<file path="config.mk">
export PLATFORM = sky130hd
export DESIGN_NAME = planar_odometry_integrator_unit
export DESIGN_NICKNAME = d
export VERILOG_FILES = /design/src/hdl/poi_pkg.sv /design/src/hdl/planar_odometry_integrator_unit.sv /design/src/hdl/poi_cordic.sv /design/src/hdl/poi_mul.sv
export SDC_FILE = /design/constraint.sdc
export NUM_CORES = 2
export LEC_CHECK = 0
export ABC_CLOCK_PERIOD_IN_PS = 15150
export BUFFER_PORTS_ARGS = -buffer_cell sky130_fd_sc_hd__buf_2
export CORE_MARGIN = 1.5
export CORE_UTILIZATION = 45
export DETAILED_ROUTE_END_ITERATION = 12
export PLACE_DENSITY = 0.6
export SETUP_SLACK_MARGIN = 0.1
export SYNTH_ARGS = -nofsm -noshare
export SYNTH_HDL_FRONTEND = slang
export SYNTH_SLANG_ARGS = --single-unit
</file>
<file path="constraint.sdc">
create_clock -name clk_i -period 15.15 [get_ports clk_i]
set_input_delay 2.2725 -clock clk_i [delete_from_list [all_inputs] [get_ports clk_i]]
set_output_delay 2.2725 -clock clk_i [all_outputs]
set_load 0.02 [all_outputs]
</file>
<file path="src/hdl/poi_pkg.sv">
// Package with payload types, constants and the arctangent table of the odometry integrator.
package poi_pkg;

  localparam int CordicSteps = 16;
  // The arctangent table has 32 entries, so no more than 32 steps are ever run.
  localparam int CordicIters = (CordicSteps < 32) ? CordicSteps : 32;
  localparam int StepW = $clog2(CordicIters + 1);
  localparam logic [31:0] CordicGain = 32'h26DD3B6A;
  localparam logic [29:0] TurnPerRad = 30'd683565276;

  localparam logic [0:0] RegPoseEn = 1'b0;
  localparam logic [0:0] RegOdomEn = 1'b1;

  typedef struct packed {
    logic signed [23:0] forward_speed;
    logic signed [23:0] lateral_speed;
    logic signed [23:0] yaw_rate;
    logic        [19:0] elapsed_time;
  } poi_in_t;

  typedef struct packed {
    logic signed [31:0] position_x;
    logic signed [31:0] position_y;
    logic        [31:0] heading;
    logic signed [15:0] quat_z;
    logic signed [15:0] quat_w;
    logic               pose_enabled;
    logic               odom_enabled;
  } poi_out_t;

  typedef enum logic [3:0] {
    StIdle, StCordic1, StMulA, StMulB, StMulC, StRound1, StMulT1, StMulT2,
    StHead1, StHead2, StHead3, StCordic2, StDone
  } poi_state_e;

  // Serial multiplier request and status between sequencer and multiplier.
  typedef struct packed {
    logic start;
  } poi_mul_ctl_t;

  typedef struct packed {
    logic busy;
    logic done;
  } poi_mul_sts_t;

  function automatic logic [31:0] atan_lut(input logic [4:0] i);
    logic [31:0] r;
    case (i)
      5'd0: r = 32'd536870912;  5'd1: r = 32'd316933406;
      5'd2: r = 32'd167458907;  5'd3: r = 32'd85004756;
      5'd4: r = 32'd42667331;   5'd5: r = 32'd21354465;
      5'd6: r = 32'd10679838;   5'd7: r = 32'd5340245;
      5'd8: r = 32'd2670163;    5'd9: r = 32'd1335087;
      5'd10: r = 32'd667544;    5'd11: r = 32'd333772;
      5'd12: r = 32'd166886;    5'd13: r = 32'd83443;
      5'd14: r = 32'd41722;     5'd15: r = 32'd20861;
      5'd16: r = 32'd10430;     5'd17: r = 32'd5215;
      5'd18: r = 32'd2608;      5'd19: r = 32'd1304;
      5'd20: r = 32'd652;       5'd21: r = 32'd326;
      5'd22: r = 32'd163;       5'd23: r = 32'd81;
      5'd24: r = 32'd41;        5'd25: r = 32'd20;
      5'd26: r = 32'd10;        5'd27: r = 32'd5;
      5'd28: r = 32'd3;         5'd29: r = 32'd1;
      5'd30: r = 32'd1;         default: r = 32'd0;
    endcase
    return r;
  endfunction

endpackage

</file>
<file path="src/hdl/planar_odometry_integrator_unit.sv">
// Top level of the planar odometry integrator: sequencer, CORDIC, serial multiplier, registers.
//
// One word runs from acceptance to result through two CORDIC runs and eight passes through the
// shared two-bit-a-cycle multiplier, each pass a start, the digit steps and a finish. The next
// word is taken only after the result has moved into the output register, and a result waiting
// downstream holds the unit in its done state, so it also holds up the following word.
module planar_odometry_integrator_unit import poi_pkg::*; (
  input  logic        clk_i,
  input  logic        rst_ni,
  input  logic        in_valid_i,
  output logic        in_ready_o,
  input  poi_in_t     in_data_i,
  output logic        out_valid_o,
  input  logic        out_ready_i,
  output poi_out_t    out_data_o,
  input  logic        psel,
  input  logic        penable,
  input  logic        pwrite,
  input  logic [2:0]  paddr,
  input  logic [31:0] pwdata,
  output logic [31:0] prdata,
  output logic        pready
);

  poi_state_e state_q, state_d;
  poi_in_t in_q;
  logic signed [31:0] east_q, east_d, north_q, north_d;
  logic [31:0] head_q, head_d;
  logic pose_en_q, odom_en_q;
  logic signed [63:0] acc_q, acc_d;   // partial sum of the rotated term
  logic signed [63:0] rx_q, rx_d, ry_q, ry_d;
  logic signed [33:0] c_q, c_d, s_q, s_d;
  logic [1:0] pass_q, pass_d;         // selects x or y, and the term within a sum
  logic neg_q, neg_d;
  logic [63:0] hp_q, hp_d;
  logic out_valid_q, out_valid_d;
  poi_out_t out_q, out_d;

  logic cor_start, cor_done;
  logic [31:0] cor_angle;
  logic signed [33:0] cor_c, cor_s;
  poi_mul_ctl_t mul_ctl;
  poi_mul_sts_t mul_sts;
  logic signed [63:0] mul_a;
  logic signed [31:0] mul_b;
  logic signed [95:0] mul_p;

  logic wr_en;
  logic signed [63:0] rnd14, rnd36;
  logic signed [32:0] sum_sat;
  logic [63:0] hmag;
  logic [31:0] hinc;
  logic signed [33:0] q_sin, q_cos;
  logic signed [33:0] zq, wq;
  logic signed [15:0] zq_sat, wq_sat;

  assign pready = 1'b1;
  assign wr_en  = psel && penable && pwrite;

  always_comb begin
    prdata = '0;
    case (paddr[2])
      RegPoseEn: prdata = {31'd0, pose_en_q};
      RegOdomEn: prdata = {31'd0, odom_en_q};
      default:   prdata = '0;
    endcase
  end

  always_ff @(posedge clk_i or negedge rst_ni) begin
    if (!rst_ni) begin
      pose_en_q <= 1'b0;
      odom_en_q <= 1'b0;
    end else if (wr_en && paddr[1:0] == 2'b00) begin
      if (paddr[2] == RegPoseEn) pose_en_q <= pwdata[0];
      else odom_en_q <= pwdata[0];
    end
  end

  poi_cordic u_cordic (
    .clk_i, .rst_ni, .start_i(cor_start), .angle_i(cor_angle),
    .done_o(cor_done), .cos_o(cor_c), .sin_o(cor_s)
  );

  poi_mul u_mul (
    .clk_i, .rst_ni, .ctl_i(mul_ctl), .a_i(mul_a), .b_i(mul_b),
    .sts_o(mul_sts), .p_o(mul_p)
  );

  assign in_ready_o = (state_q == StIdle);

  always_comb begin
    // Round half up at bit 14 and bit 36 of the running product.
    rnd14 = 64'((mul_p + 96'(acc_q) + 96'sd8192) >>> 14);
    rnd36 = 64'((mul_p + 96'sh8_0000_0000) >>> 36);
    hmag  = 64'((mul_p + 96'sh8_0000_0000) >>> 36);
    hinc  = neg_q ? (32'd0 - hmag[31:0]) : hmag[31:0];
    // A result held back waits with its sine and cosine in the local registers.
    q_sin = (state_q == StDone) ? s_q : cor_s;
    q_cos = (state_q == StDone) ? c_q : cor_c;
    zq    = (q_sin + 34'sd16384) >>> 15;
    wq    = (q_cos + 34'sd16384) >>> 15;
    if (zq > 34'sd32767) zq_sat = 16'sh7FFF;
    else if (zq < -34'sd32768) zq_sat = 16'sh8000;
    else zq_sat = zq[15:0];
    if (wq > 34'sd32767) wq_sat = 16'sh7FFF;
    else if (wq < -34'sd32768) wq_sat = 16'sh8000;
    else wq_sat = wq[15:0];
  end

  always_comb begin
    state_d = state_q; east_d = east_q; north_d = north_q; head_d = head_q;
    acc_d = acc_q; rx_d = rx_q; ry_d = ry_q; c_d = c_q; s_d = s_q;
    pass_d = pass_q; neg_d = neg_q; hp_d = hp_q;
    out_valid_d = out_valid_q; out_d = out_q;
    cor_start = 1'b0; cor_angle = head_q;
    mul_ctl.start = 1'b0; mul_a = '0; mul_b = '0;
    sum_sat = '0;
    if (out_valid_q && out_ready_i) out_valid_d = 1'b0;

    // Operand choice: x uses c and -s, y uses s and c.
    case (pass_q)
      2'd0: begin mul_a = 64'(c_q); mul_b = 32'(in_q.forward_speed); end
      2'd1: begin mul_a = -64'(s_q); mul_b = 32'(in_q.lateral_speed); end
      2'd2: begin mul_a = 64'(s_q); mul_b = 32'(in_q.forward_speed); end
      default: begin mul_a = 64'(c_q); mul_b = 32'(in_q.lateral_speed); end
    endcase

    case (state_q)
      StIdle: begin
        if (in_valid_i) begin
          cor_start = 1'b1;
          state_d = StCordic1;
        end
      end
      StCordic1: begin
        if (cor_done) begin
          c_d = cor_c;
          s_d = cor_s;
          pass_d = 2'd0;
          acc_d = '0;
          state_d = StMulA;
        end
      end
      StMulA: begin
        mul_ctl.start = 1'b1;
        state_d = StMulB;
      end
      StMulB: begin
        if (mul_sts.done) begin
          if (!pass_q[0]) begin
            acc_d = 64'(mul_p);
            pass_d = pass_q + 2'd1;
            state_d = StMulA;
          end else begin
            if (!pass_q[1]) rx_d = rnd14; else ry_d = rnd14;
            acc_d = '0;
            pass_d = pass_q + 2'd1;
            state_d = pass_q[1] ? StMulT1 : StMulA;
          end
        end
      end
      StMulT1: begin
        mul_ctl.start = 1'b1;
        mul_a = pass_q[0] ? ry_q : rx_q;
        mul_b = 32'({12'd0, in_q.elapsed_time});
        state_d = StMulT2;
      end
      StMulT2: begin
        if (mul_sts.done) begin
          if (!pass_q[0]) begin
            sum_sat = 33'(east_q) + 33'(rnd36);
            if (rnd36 > 64'sd4294967295) east_d = 32'sh7FFF_FFFF;
            else if (rnd36 < -64'sd4294967296) east_d = 32'sh8000_0000;
            else if (sum_sat > 33'sh0_7FFF_FFFF) east_d = 32'sh7FFF_FFFF;
            else if (sum_sat < -33'sh0_8000_0000) east_d = 32'sh8000_0000;
            else east_d = sum_sat[31:0];
            pass_d = 2'd1;
            state_d = StMulT1;
          end else begin
            sum_sat = 33'(north_q) + 33'(rnd36);
            if (rnd36 > 64'sd4294967295) north_d = 32'sh7FFF_FFFF;
            else if (rnd36 < -64'sd4294967296) north_d = 32'sh8000_0000;
            else if (sum_sat > 33'sh0_7FFF_FFFF) north_d = 32'sh7FFF_FFFF;
            else if (sum_sat < -33'sh0_8000_0000) north_d = 32'sh8000_0000;
            else north_d = sum_sat[31:0];
            state_d = StHead1;
          end
        end
      end
      StHead1: begin
        mul_ctl.start = 1'b1;
        mul_a = 64'(in_q.yaw_rate);
        mul_b = 32'({12'd0, in_q.elapsed_time});
        state_d = StHead2;
      end
      StHead2: begin
        if (mul_sts.done) begin
          neg_d = mul_p[95];
          hp_d = mul_p[95] ? 64'(-mul_p) : 64'(mul_p);
          state_d = StHead3;
        end
      end
      StHead3: begin
        // Magnitude times turns per radian, rounded half up at bit 36.
        if (!mul_sts.busy && !mul_sts.done && pass_q != 2'd3) begin
          mul_ctl.start = 1'b1;
          pass_d = 2'd3;
        end
        mul_a = signed'(hp_q);
        mul_b = 32'({2'b00, TurnPerRad});
        if (mul_sts.done) begin
          head_d = head_q + hinc;
          cor_start = 1'b1;
          cor_angle = {1'b0, head_d[31:1]};
          state_d = StCordic2;
        end
      end
      StCordic2: begin
        cor_angle = {1'b0, head_q[31:1]};
        if (cor_done && !out_valid_d) begin
          out_d.position_x = east_q;
          out_d.position_y = north_q;
          out_d.heading = head_q;
          out_d.quat_z = zq_sat;
          out_d.quat_w = wq_sat;
          out_d.pose_enabled = pose_en_q;
          out_d.odom_enabled = odom_en_q;
          out_valid_d = 1'b1;
          state_d = StIdle;
        end else if (cor_done) begin
          state_d = StDone;
          c_d = cor_c;
          s_d = cor_s;
        end
      end
      StDone: begin
        if (!out_valid_d) begin
          out_d.position_x = east_q;
          out_d.position_y = north_q;
          out_d.heading = head_q;
          out_d.quat_z = zq_sat;
          out_d.quat_w = wq_sat;
          out_d.pose_enabled = pose_en_q;
          out_d.odom_enabled = odom_en_q;
          out_valid_d = 1'b1;
          state_d = StIdle;
        end
      end
      default: state_d = StIdle;
    endcase
  end

  always_ff @(posedge clk_i or negedge rst_ni) begin
    if (!rst_ni) begin
      state_q     <= StIdle;
      east_q      <= '0;
      north_q     <= '0;
      head_q      <= '0;
      out_valid_q <= 1'b0;
      pass_q      <= '0;
    end else begin
      state_q     <= state_d;
      east_q      <= east_d;
      north_q     <= north_d;
      head_q      <= head_d;
      out_valid_q <= out_valid_d;
      pass_q      <= (state_q == StIdle) ? 2'd0 : pass_d;
    end
  end

  always_ff @(posedge clk_i) begin
    if (in_valid_i && in_ready_o) in_q <= in_data_i;
    acc_q <= acc_d;
    rx_q  <= rx_d;
    ry_q  <= ry_d;
    c_q   <= c_d;
    s_q   <= s_d;
    neg_q <= neg_d;
    hp_q  <= hp_d;
    out_q <= out_d;
  end

  assign out_valid_o = out_valid_q;
  assign out_data_o  = out_q;

`ifndef SYNTHESIS
  a_one_word: assert property (@(posedge clk_i) disable iff (!rst_ni)
    (in_valid_i && in_ready_o) |=> !in_ready_o) else $error("word taken while busy");
  a_out_hold: assert property (@(posedge clk_i) disable iff (!rst_ni)
    (out_valid_o && !out_ready_i) |=> $stable(out_data_o)) else $error("result changed");
  a_mul_idle: assert property (@(posedge clk_i) disable iff (!rst_ni)
    (state_q == StIdle) |-> !mul_sts.done) else $error("multiplier done while idle");
`endif

endmodule

</file>
<file path="src/hdl/poi_cordic.sv">
// Iterative CORDIC unit: cosine and sine of a binary angle, Q1.30, one step per cycle.
module poi_cordic import poi_pkg::*; (
  input  logic               clk_i,
  input  logic               rst_ni,
  input  logic               start_i,
  input  logic        [31:0] angle_i,
  output logic               done_o,
  output logic signed [33:0] cos_o,
  output logic signed [33:0] sin_o
);

  logic signed [33:0] x_q, x_d, y_q, y_d;
  logic signed [33:0] z_q, z_d;
  logic [StepW-1:0] cnt_q, cnt_d;
  logic busy_q, busy_d, flip_q, flip_d, done_q, done_d;
  logic [31:0] folded;
  logic [1:0] quad;

  assign quad = angle_i[31:30];

  always_comb begin
    x_d = x_q; y_d = y_q; z_d = z_q; cnt_d = cnt_q;
    busy_d = busy_q; flip_d = flip_q; done_d = 1'b0;
    folded = angle_i;
    if (start_i) begin
      flip_d = (quad == 2'd1) || (quad == 2'd2);
      if (flip_d) folded = angle_i + 32'h8000_0000;
      x_d = 34'(signed'({1'b0, CordicGain}));
      y_d = '0;
      z_d = 34'(signed'(folded));
      cnt_d = '0;
      busy_d = 1'b1;
    end else if (busy_q) begin
      if (cnt_q == StepW'(CordicIters)) begin
        busy_d = 1'b0;
        done_d = 1'b1;
        if (flip_q) begin
          x_d = -x_q;
          y_d = -y_q;
        end
      end else begin
        // Arithmetic shift gives the floor of the scaled value.
        if (!z_q[33]) begin
          x_d = x_q - (y_q >>> cnt_q);
          y_d = y_q + (x_q >>> cnt_q);
          z_d = z_q - 34'(atan_lut(5'(cnt_q)));
        end else begin
          x_d = x_q + (y_q >>> cnt_q);
          y_d = y_q - (x_q >>> cnt_q);
          z_d = z_q + 34'(atan_lut(5'(cnt_q)));
        end
        cnt_d = cnt_q + 1'b1;
      end
    end
  end

  always_ff @(posedge clk_i or negedge rst_ni) begin
    if (!rst_ni) begin
      busy_q <= 1'b0;
      done_q <= 1'b0;
      cnt_q  <= '0;
      flip_q <= 1'b0;
    end else begin
      busy_q <= busy_d;
      done_q <= done_d;
      cnt_q  <= cnt_d;
      flip_q <= flip_d;
    end
  end

  always_ff @(posedge clk_i) begin
    x_q <= x_d;
    y_q <= y_d;
    z_q <= z_d;
  end

  assign done_o = done_q;
  assign cos_o  = x_q;
  assign sin_o  = y_q;

endmodule

</file>
<file path="src/hdl/poi_mul.sv">
// Bit-serial signed multiplier: 64-bit multiplicand times 32-bit multiplier, two bits a cycle.
module poi_mul import poi_pkg::*; (
  input  logic               clk_i,
  input  logic               rst_ni,
  input  poi_mul_ctl_t       ctl_i,
  input  logic signed [63:0] a_i,
  input  logic signed [31:0] b_i,
  output poi_mul_sts_t       sts_o,
  output logic signed [95:0] p_o
);

  logic signed [95:0] acc_q, acc_d;
  logic signed [95:0] mcand_q, mcand_d;
  logic [31:0] mplier_q, mplier_d;
  logic [4:0] cnt_q, cnt_d;
  logic busy_q, busy_d, done_q, done_d;
  logic signed [95:0] pp0, pp1;

  always_comb begin
    acc_d = acc_q; mcand_d = mcand_q; mplier_d = mplier_q;
    cnt_d = cnt_q; busy_d = busy_q; done_d = 1'b0;
    pp0 = mplier_q[0] ? mcand_q : '0;
    pp1 = mplier_q[1] ? (mcand_q <<< 1) : '0;
    if (ctl_i.start) begin
      acc_d = '0;
      mcand_d = 96'(a_i);
      mplier_d = b_i;
      cnt_d = '0;
      busy_d = 1'b1;
    end else if (busy_q) begin
      // The top multiplier bit carries negative weight.
      if (cnt_q == 5'd15) begin
        if (mplier_q[1]) pp1 = -(mcand_q <<< 1);
        busy_d = 1'b0;
        done_d = 1'b1;
      end
      acc_d = acc_q + pp0 + pp1;
      mcand_d = mcand_q <<< 2;
      mplier_d = mplier_q >> 2;
      cnt_d = cnt_q + 1'b1;
    end
  end

  always_ff @(posedge clk_i or negedge rst_ni) begin
    if (!rst_ni) begin
      busy_q <= 1'b0;
      done_q <= 1'b0;
      cnt_q  <= '0;
    end else begin
      busy_q <= busy_d;
      done_q <= done_d;
      cnt_q  <= cnt_d;
    end
  end

  always_ff @(posedge clk_i) begin
    acc_q    <= acc_d;
    mcand_q  <= mcand_d;
    mplier_q <= mplier_d;
  end

  assign sts_o.busy = busy_q;
  assign sts_o.done = done_q;
  assign p_o = acc_q;

endmodule
</file>
==> impl_metrics.yaml <==
cts:
  cts_buffers: 116
  cts.htree.levels: 3
  cts.sinks: 992
  clock_path_buffers: 3
  cts_setup_buffers: 0
  ctsResizeCount: 0
  root_buffer: "clkbuf_16"
  cts_tree: "yes"
  clkTransAtPathRegs_ns: 0.07
  cts_hold_buf: 0
  clk_latency_ns: 0.82
yosys:
  netlist.top_cell.by_area: "edfxtp_1"
  syn_area_mm2: 0.0770
  ys_seq_elements: 992
  yosysSeqAreaShare_pct: 35.8
  yosysWarnings: 0
  yosysMostFrequentCell: "nand2_1"
  ys_async_sr_fraction_pct: 12.1
  synth_cell_types: 104
  synth_commonest_cells: "nand2_1, edfxtp_1, nor2_1"
  synth_ff_type: "edfxtp_1"
  syn_area_per_cell_um2: 9.09
  netlist_instances: 8466
  synth_top_area_share_pct: 27.6
  ys_top_cells_by_area: "edfxtp_1, ha_1, xnor2_1"
  synth_edf_count: 708
timing:
  fmax_mhz: 104
  setup_viol: 0
  setup_tns_ns: 0
  period_needed_ns: 9.65
  post-route-period-util_pct: 63.7
  hold_viol_final: 0
  slew_violations: 0
  holdWs_ns: 0.446
  tightestPinTransition_ns: 1.21
  fin_skew_ns: 0.0610
  max_slew_margin_pct: 19.1
  grt_setup_unrepaired: "false"
worst_setup_path:
  end_kind: "flip-flop"
  regToRegStartpoint: "u_mul.mcand_q[9]"
  critPathMaxFanout: 6
  worstSetupStartpointType: "flip-flop"
  cp.arrival_ns: 10.38
  regToRegSetupSlack_ns: 5.50
  critPathRequiredTime_ns: 15.88
  crit_type: "reg2reg"
  timing.rr.end: "u_mul.p_o[95]"
  ff2ff_path_depth: 26
die:
  start_util_pct: 45.4
  pin_count: 299
  fp.dieH_um: 417
  core_area_mm2: 0.170
  core.rowCount: 151
  fp.dieArea_mm2: 0.174
  die_w_um: 417
global_route:
  first_global_vias: 61900
  overflow: 0
  grt_antenna_before_repair: 6
  grt_max_degree: 97
  grt_pass1_wl_um: 383000
  grt.total_usage_pct: 28.4
finish:
  fin_util_pct: 49.7
  multiInputGateArea_mm2: 0.0459
  drive_above_1_share_pct: 10.5
  fin_area_mm2: 0.0843
  fill_cells: 15900
  synthToLayoutAreaGrowth_pct: 9.45
  regArea_mm2: 0.0276
  fin_nets: 9153
routing:
  via_count: 66000
  ant_nets: 0
  drt_iter0_drc: 7124
  vias_per_cell: 6.13
  dr.pass1.iters: 8
  wire_per_inst_um: 23.6
  drc_errors: 0
  drt_wl_total_um: 254000
placement:
  dp_hpwl_um: 189000
  gp_congestion: 0.930
  place_area_mm2: 0.0801
  port_buffers: 235
worst_hold_path:
  hold_class: "reg2reg"
  min_to: "out_data_o[104]"
  hold_path.startpoint: "east_q[6]"
  hold_path_depth: 0
flow_run:
  drv_cap: 0
run_status:
  status: "finished, final reports clean"
==> worst max-delay path, stage by stage (launching register included) <==
cell and delay (ns):
edfxtp_1 0.46, or3_1 0.47, or3_1 0.43, nor3_1 0.95
nand3_2 0.27, or4_4 0.55, or4_4 0.47, or3_4 0.40
or3_1 0.36, o31ai_2 0.21, xnor2_1 0.15, nand2_1 0.09
fa_1 0.53, inv_1 0.04, ha_1 0.38, and3_1 0.27
nand2_1 0.08, nand2_1 0.07, a31oi_1 0.13, or3b_2 0.49
o21ai_0 0.72, a31oi_1 0.29, o21ai_0 0.61, a211oi_1 0.29
a221o_1 0.38, or3_1 0.34, a21oi_1 0.12
==> per-layer routing <==
layer / up-vias / share of wire [%] / track usage, %
li1: 30800 / - / -
met1: 32200 / 45 / 40.5
met2: 2618 / 44 / 43.4
met3: 425 / 7.5 / 4.33
met4: 0 / 3.9 / 10.5
met5: - / 0 / 0
==> placed cells by master, fill, tap and decap left out, types with 103 or more instances in the layout <==
master	instances
nand2_1	837
edfxtp_1	708
nor2_1	673
a21oi_1	640
o21ai_0	526
xnor2_1	516
ha_1	466
inv_1	418
a21o_1	244
nor3_1	235
buf_2	234
xor2_1	218
nand3_1	164
dfxtp_1	163
buf_4	144
mux2i_1	131
a31oi_1	117
clkbuf_16	117
dfrtp_1	113
or3_1	105
mux2_2	103
==> state kept, by name, indices dropped and copies added, names as in the netlist, 2 cells and up <==
| signal | flops |
|---|---|
| acc_q | 64 |
| c_q | 34 |
| east_q | 32 |
| head_q | 32 |
| hp_q | 64 |
| in_q | 92 |
| north_q | 32 |
| out_data_o | 130 |
| pass_q | 2 |
| rx_q | 64 |
| ry_q | 64 |
| s_q | 34 |
| state_q | 4 |
| u_cordic.cnt_q | 5 |
| u_cordic.cos_o | 34 |
| u_cordic.sin_o | 34 |
| u_cordic.z_q | 34 |
| u_mul.cnt_q | 5 |
| u_mul.mcand_q | 96 |
| u_mul.mplier_q | 31 |
| u_mul.p_o | 96 |
==> kinds of logic after synthesis <==
group | synth area share, %
compound gates | 18.7
xor+xnor | 8.38
fa+ha+maj | 10.2
buf+inv | 5.00
flops | 35.8
mux | 6.19
other cells | 0.00975
simple gates | 15.7
==> how the worst max path moves through the flow <==
stage | to | from | depth (start not counted) | slack (ns)
after floorplan | out_data_o[0] | state_q[0] | 10 | 5.68
after global placement | u_mul.p_o[95] | u_mul.mcand_q[9] | 26 | 5.62
after detailed placement | u_mul.p_o[95] | u_mul.mcand_q[9] | 26 | 5.62
after CTS | u_mul.p_o[95] | u_mul.mcand_q[9] | 26 | 5.60
after global routing | u_mul.p_o[95] | u_mul.mcand_q[9] | 26 | 5.09
final | u_mul.p_o[95] | u_mul.mcand_q[9] | 26 | 5.50
==> metrics by stage <==
| stage | instances | setup slack [ns] |
|---|---|---|
| after floorplan | 8496 | 5.68 |
| after global placement | 10600 | 5.62 |
| after detailed placement | 10600 | 5.62 |
| after CTS | 10800 | 5.60 |
| after global routing | 10800 | 5.09 |
| final | 10800 | 5.50 |
==> layout make-up <==
cell class              count  area share (%)
repair buffers            379            2.69
flip-flops and latches    992            32.7
inverters                 431            1.93
well taps                2218            3.29
clock buffers             148            3.81
multi-input cells        6531            54.4
diodes                      3         0.00891
clock inverters            74            1.11
Power is left out: the tool's default activity adds up to more than one toggle a clock period on the data nets, which glitch-free logic cannot reach.
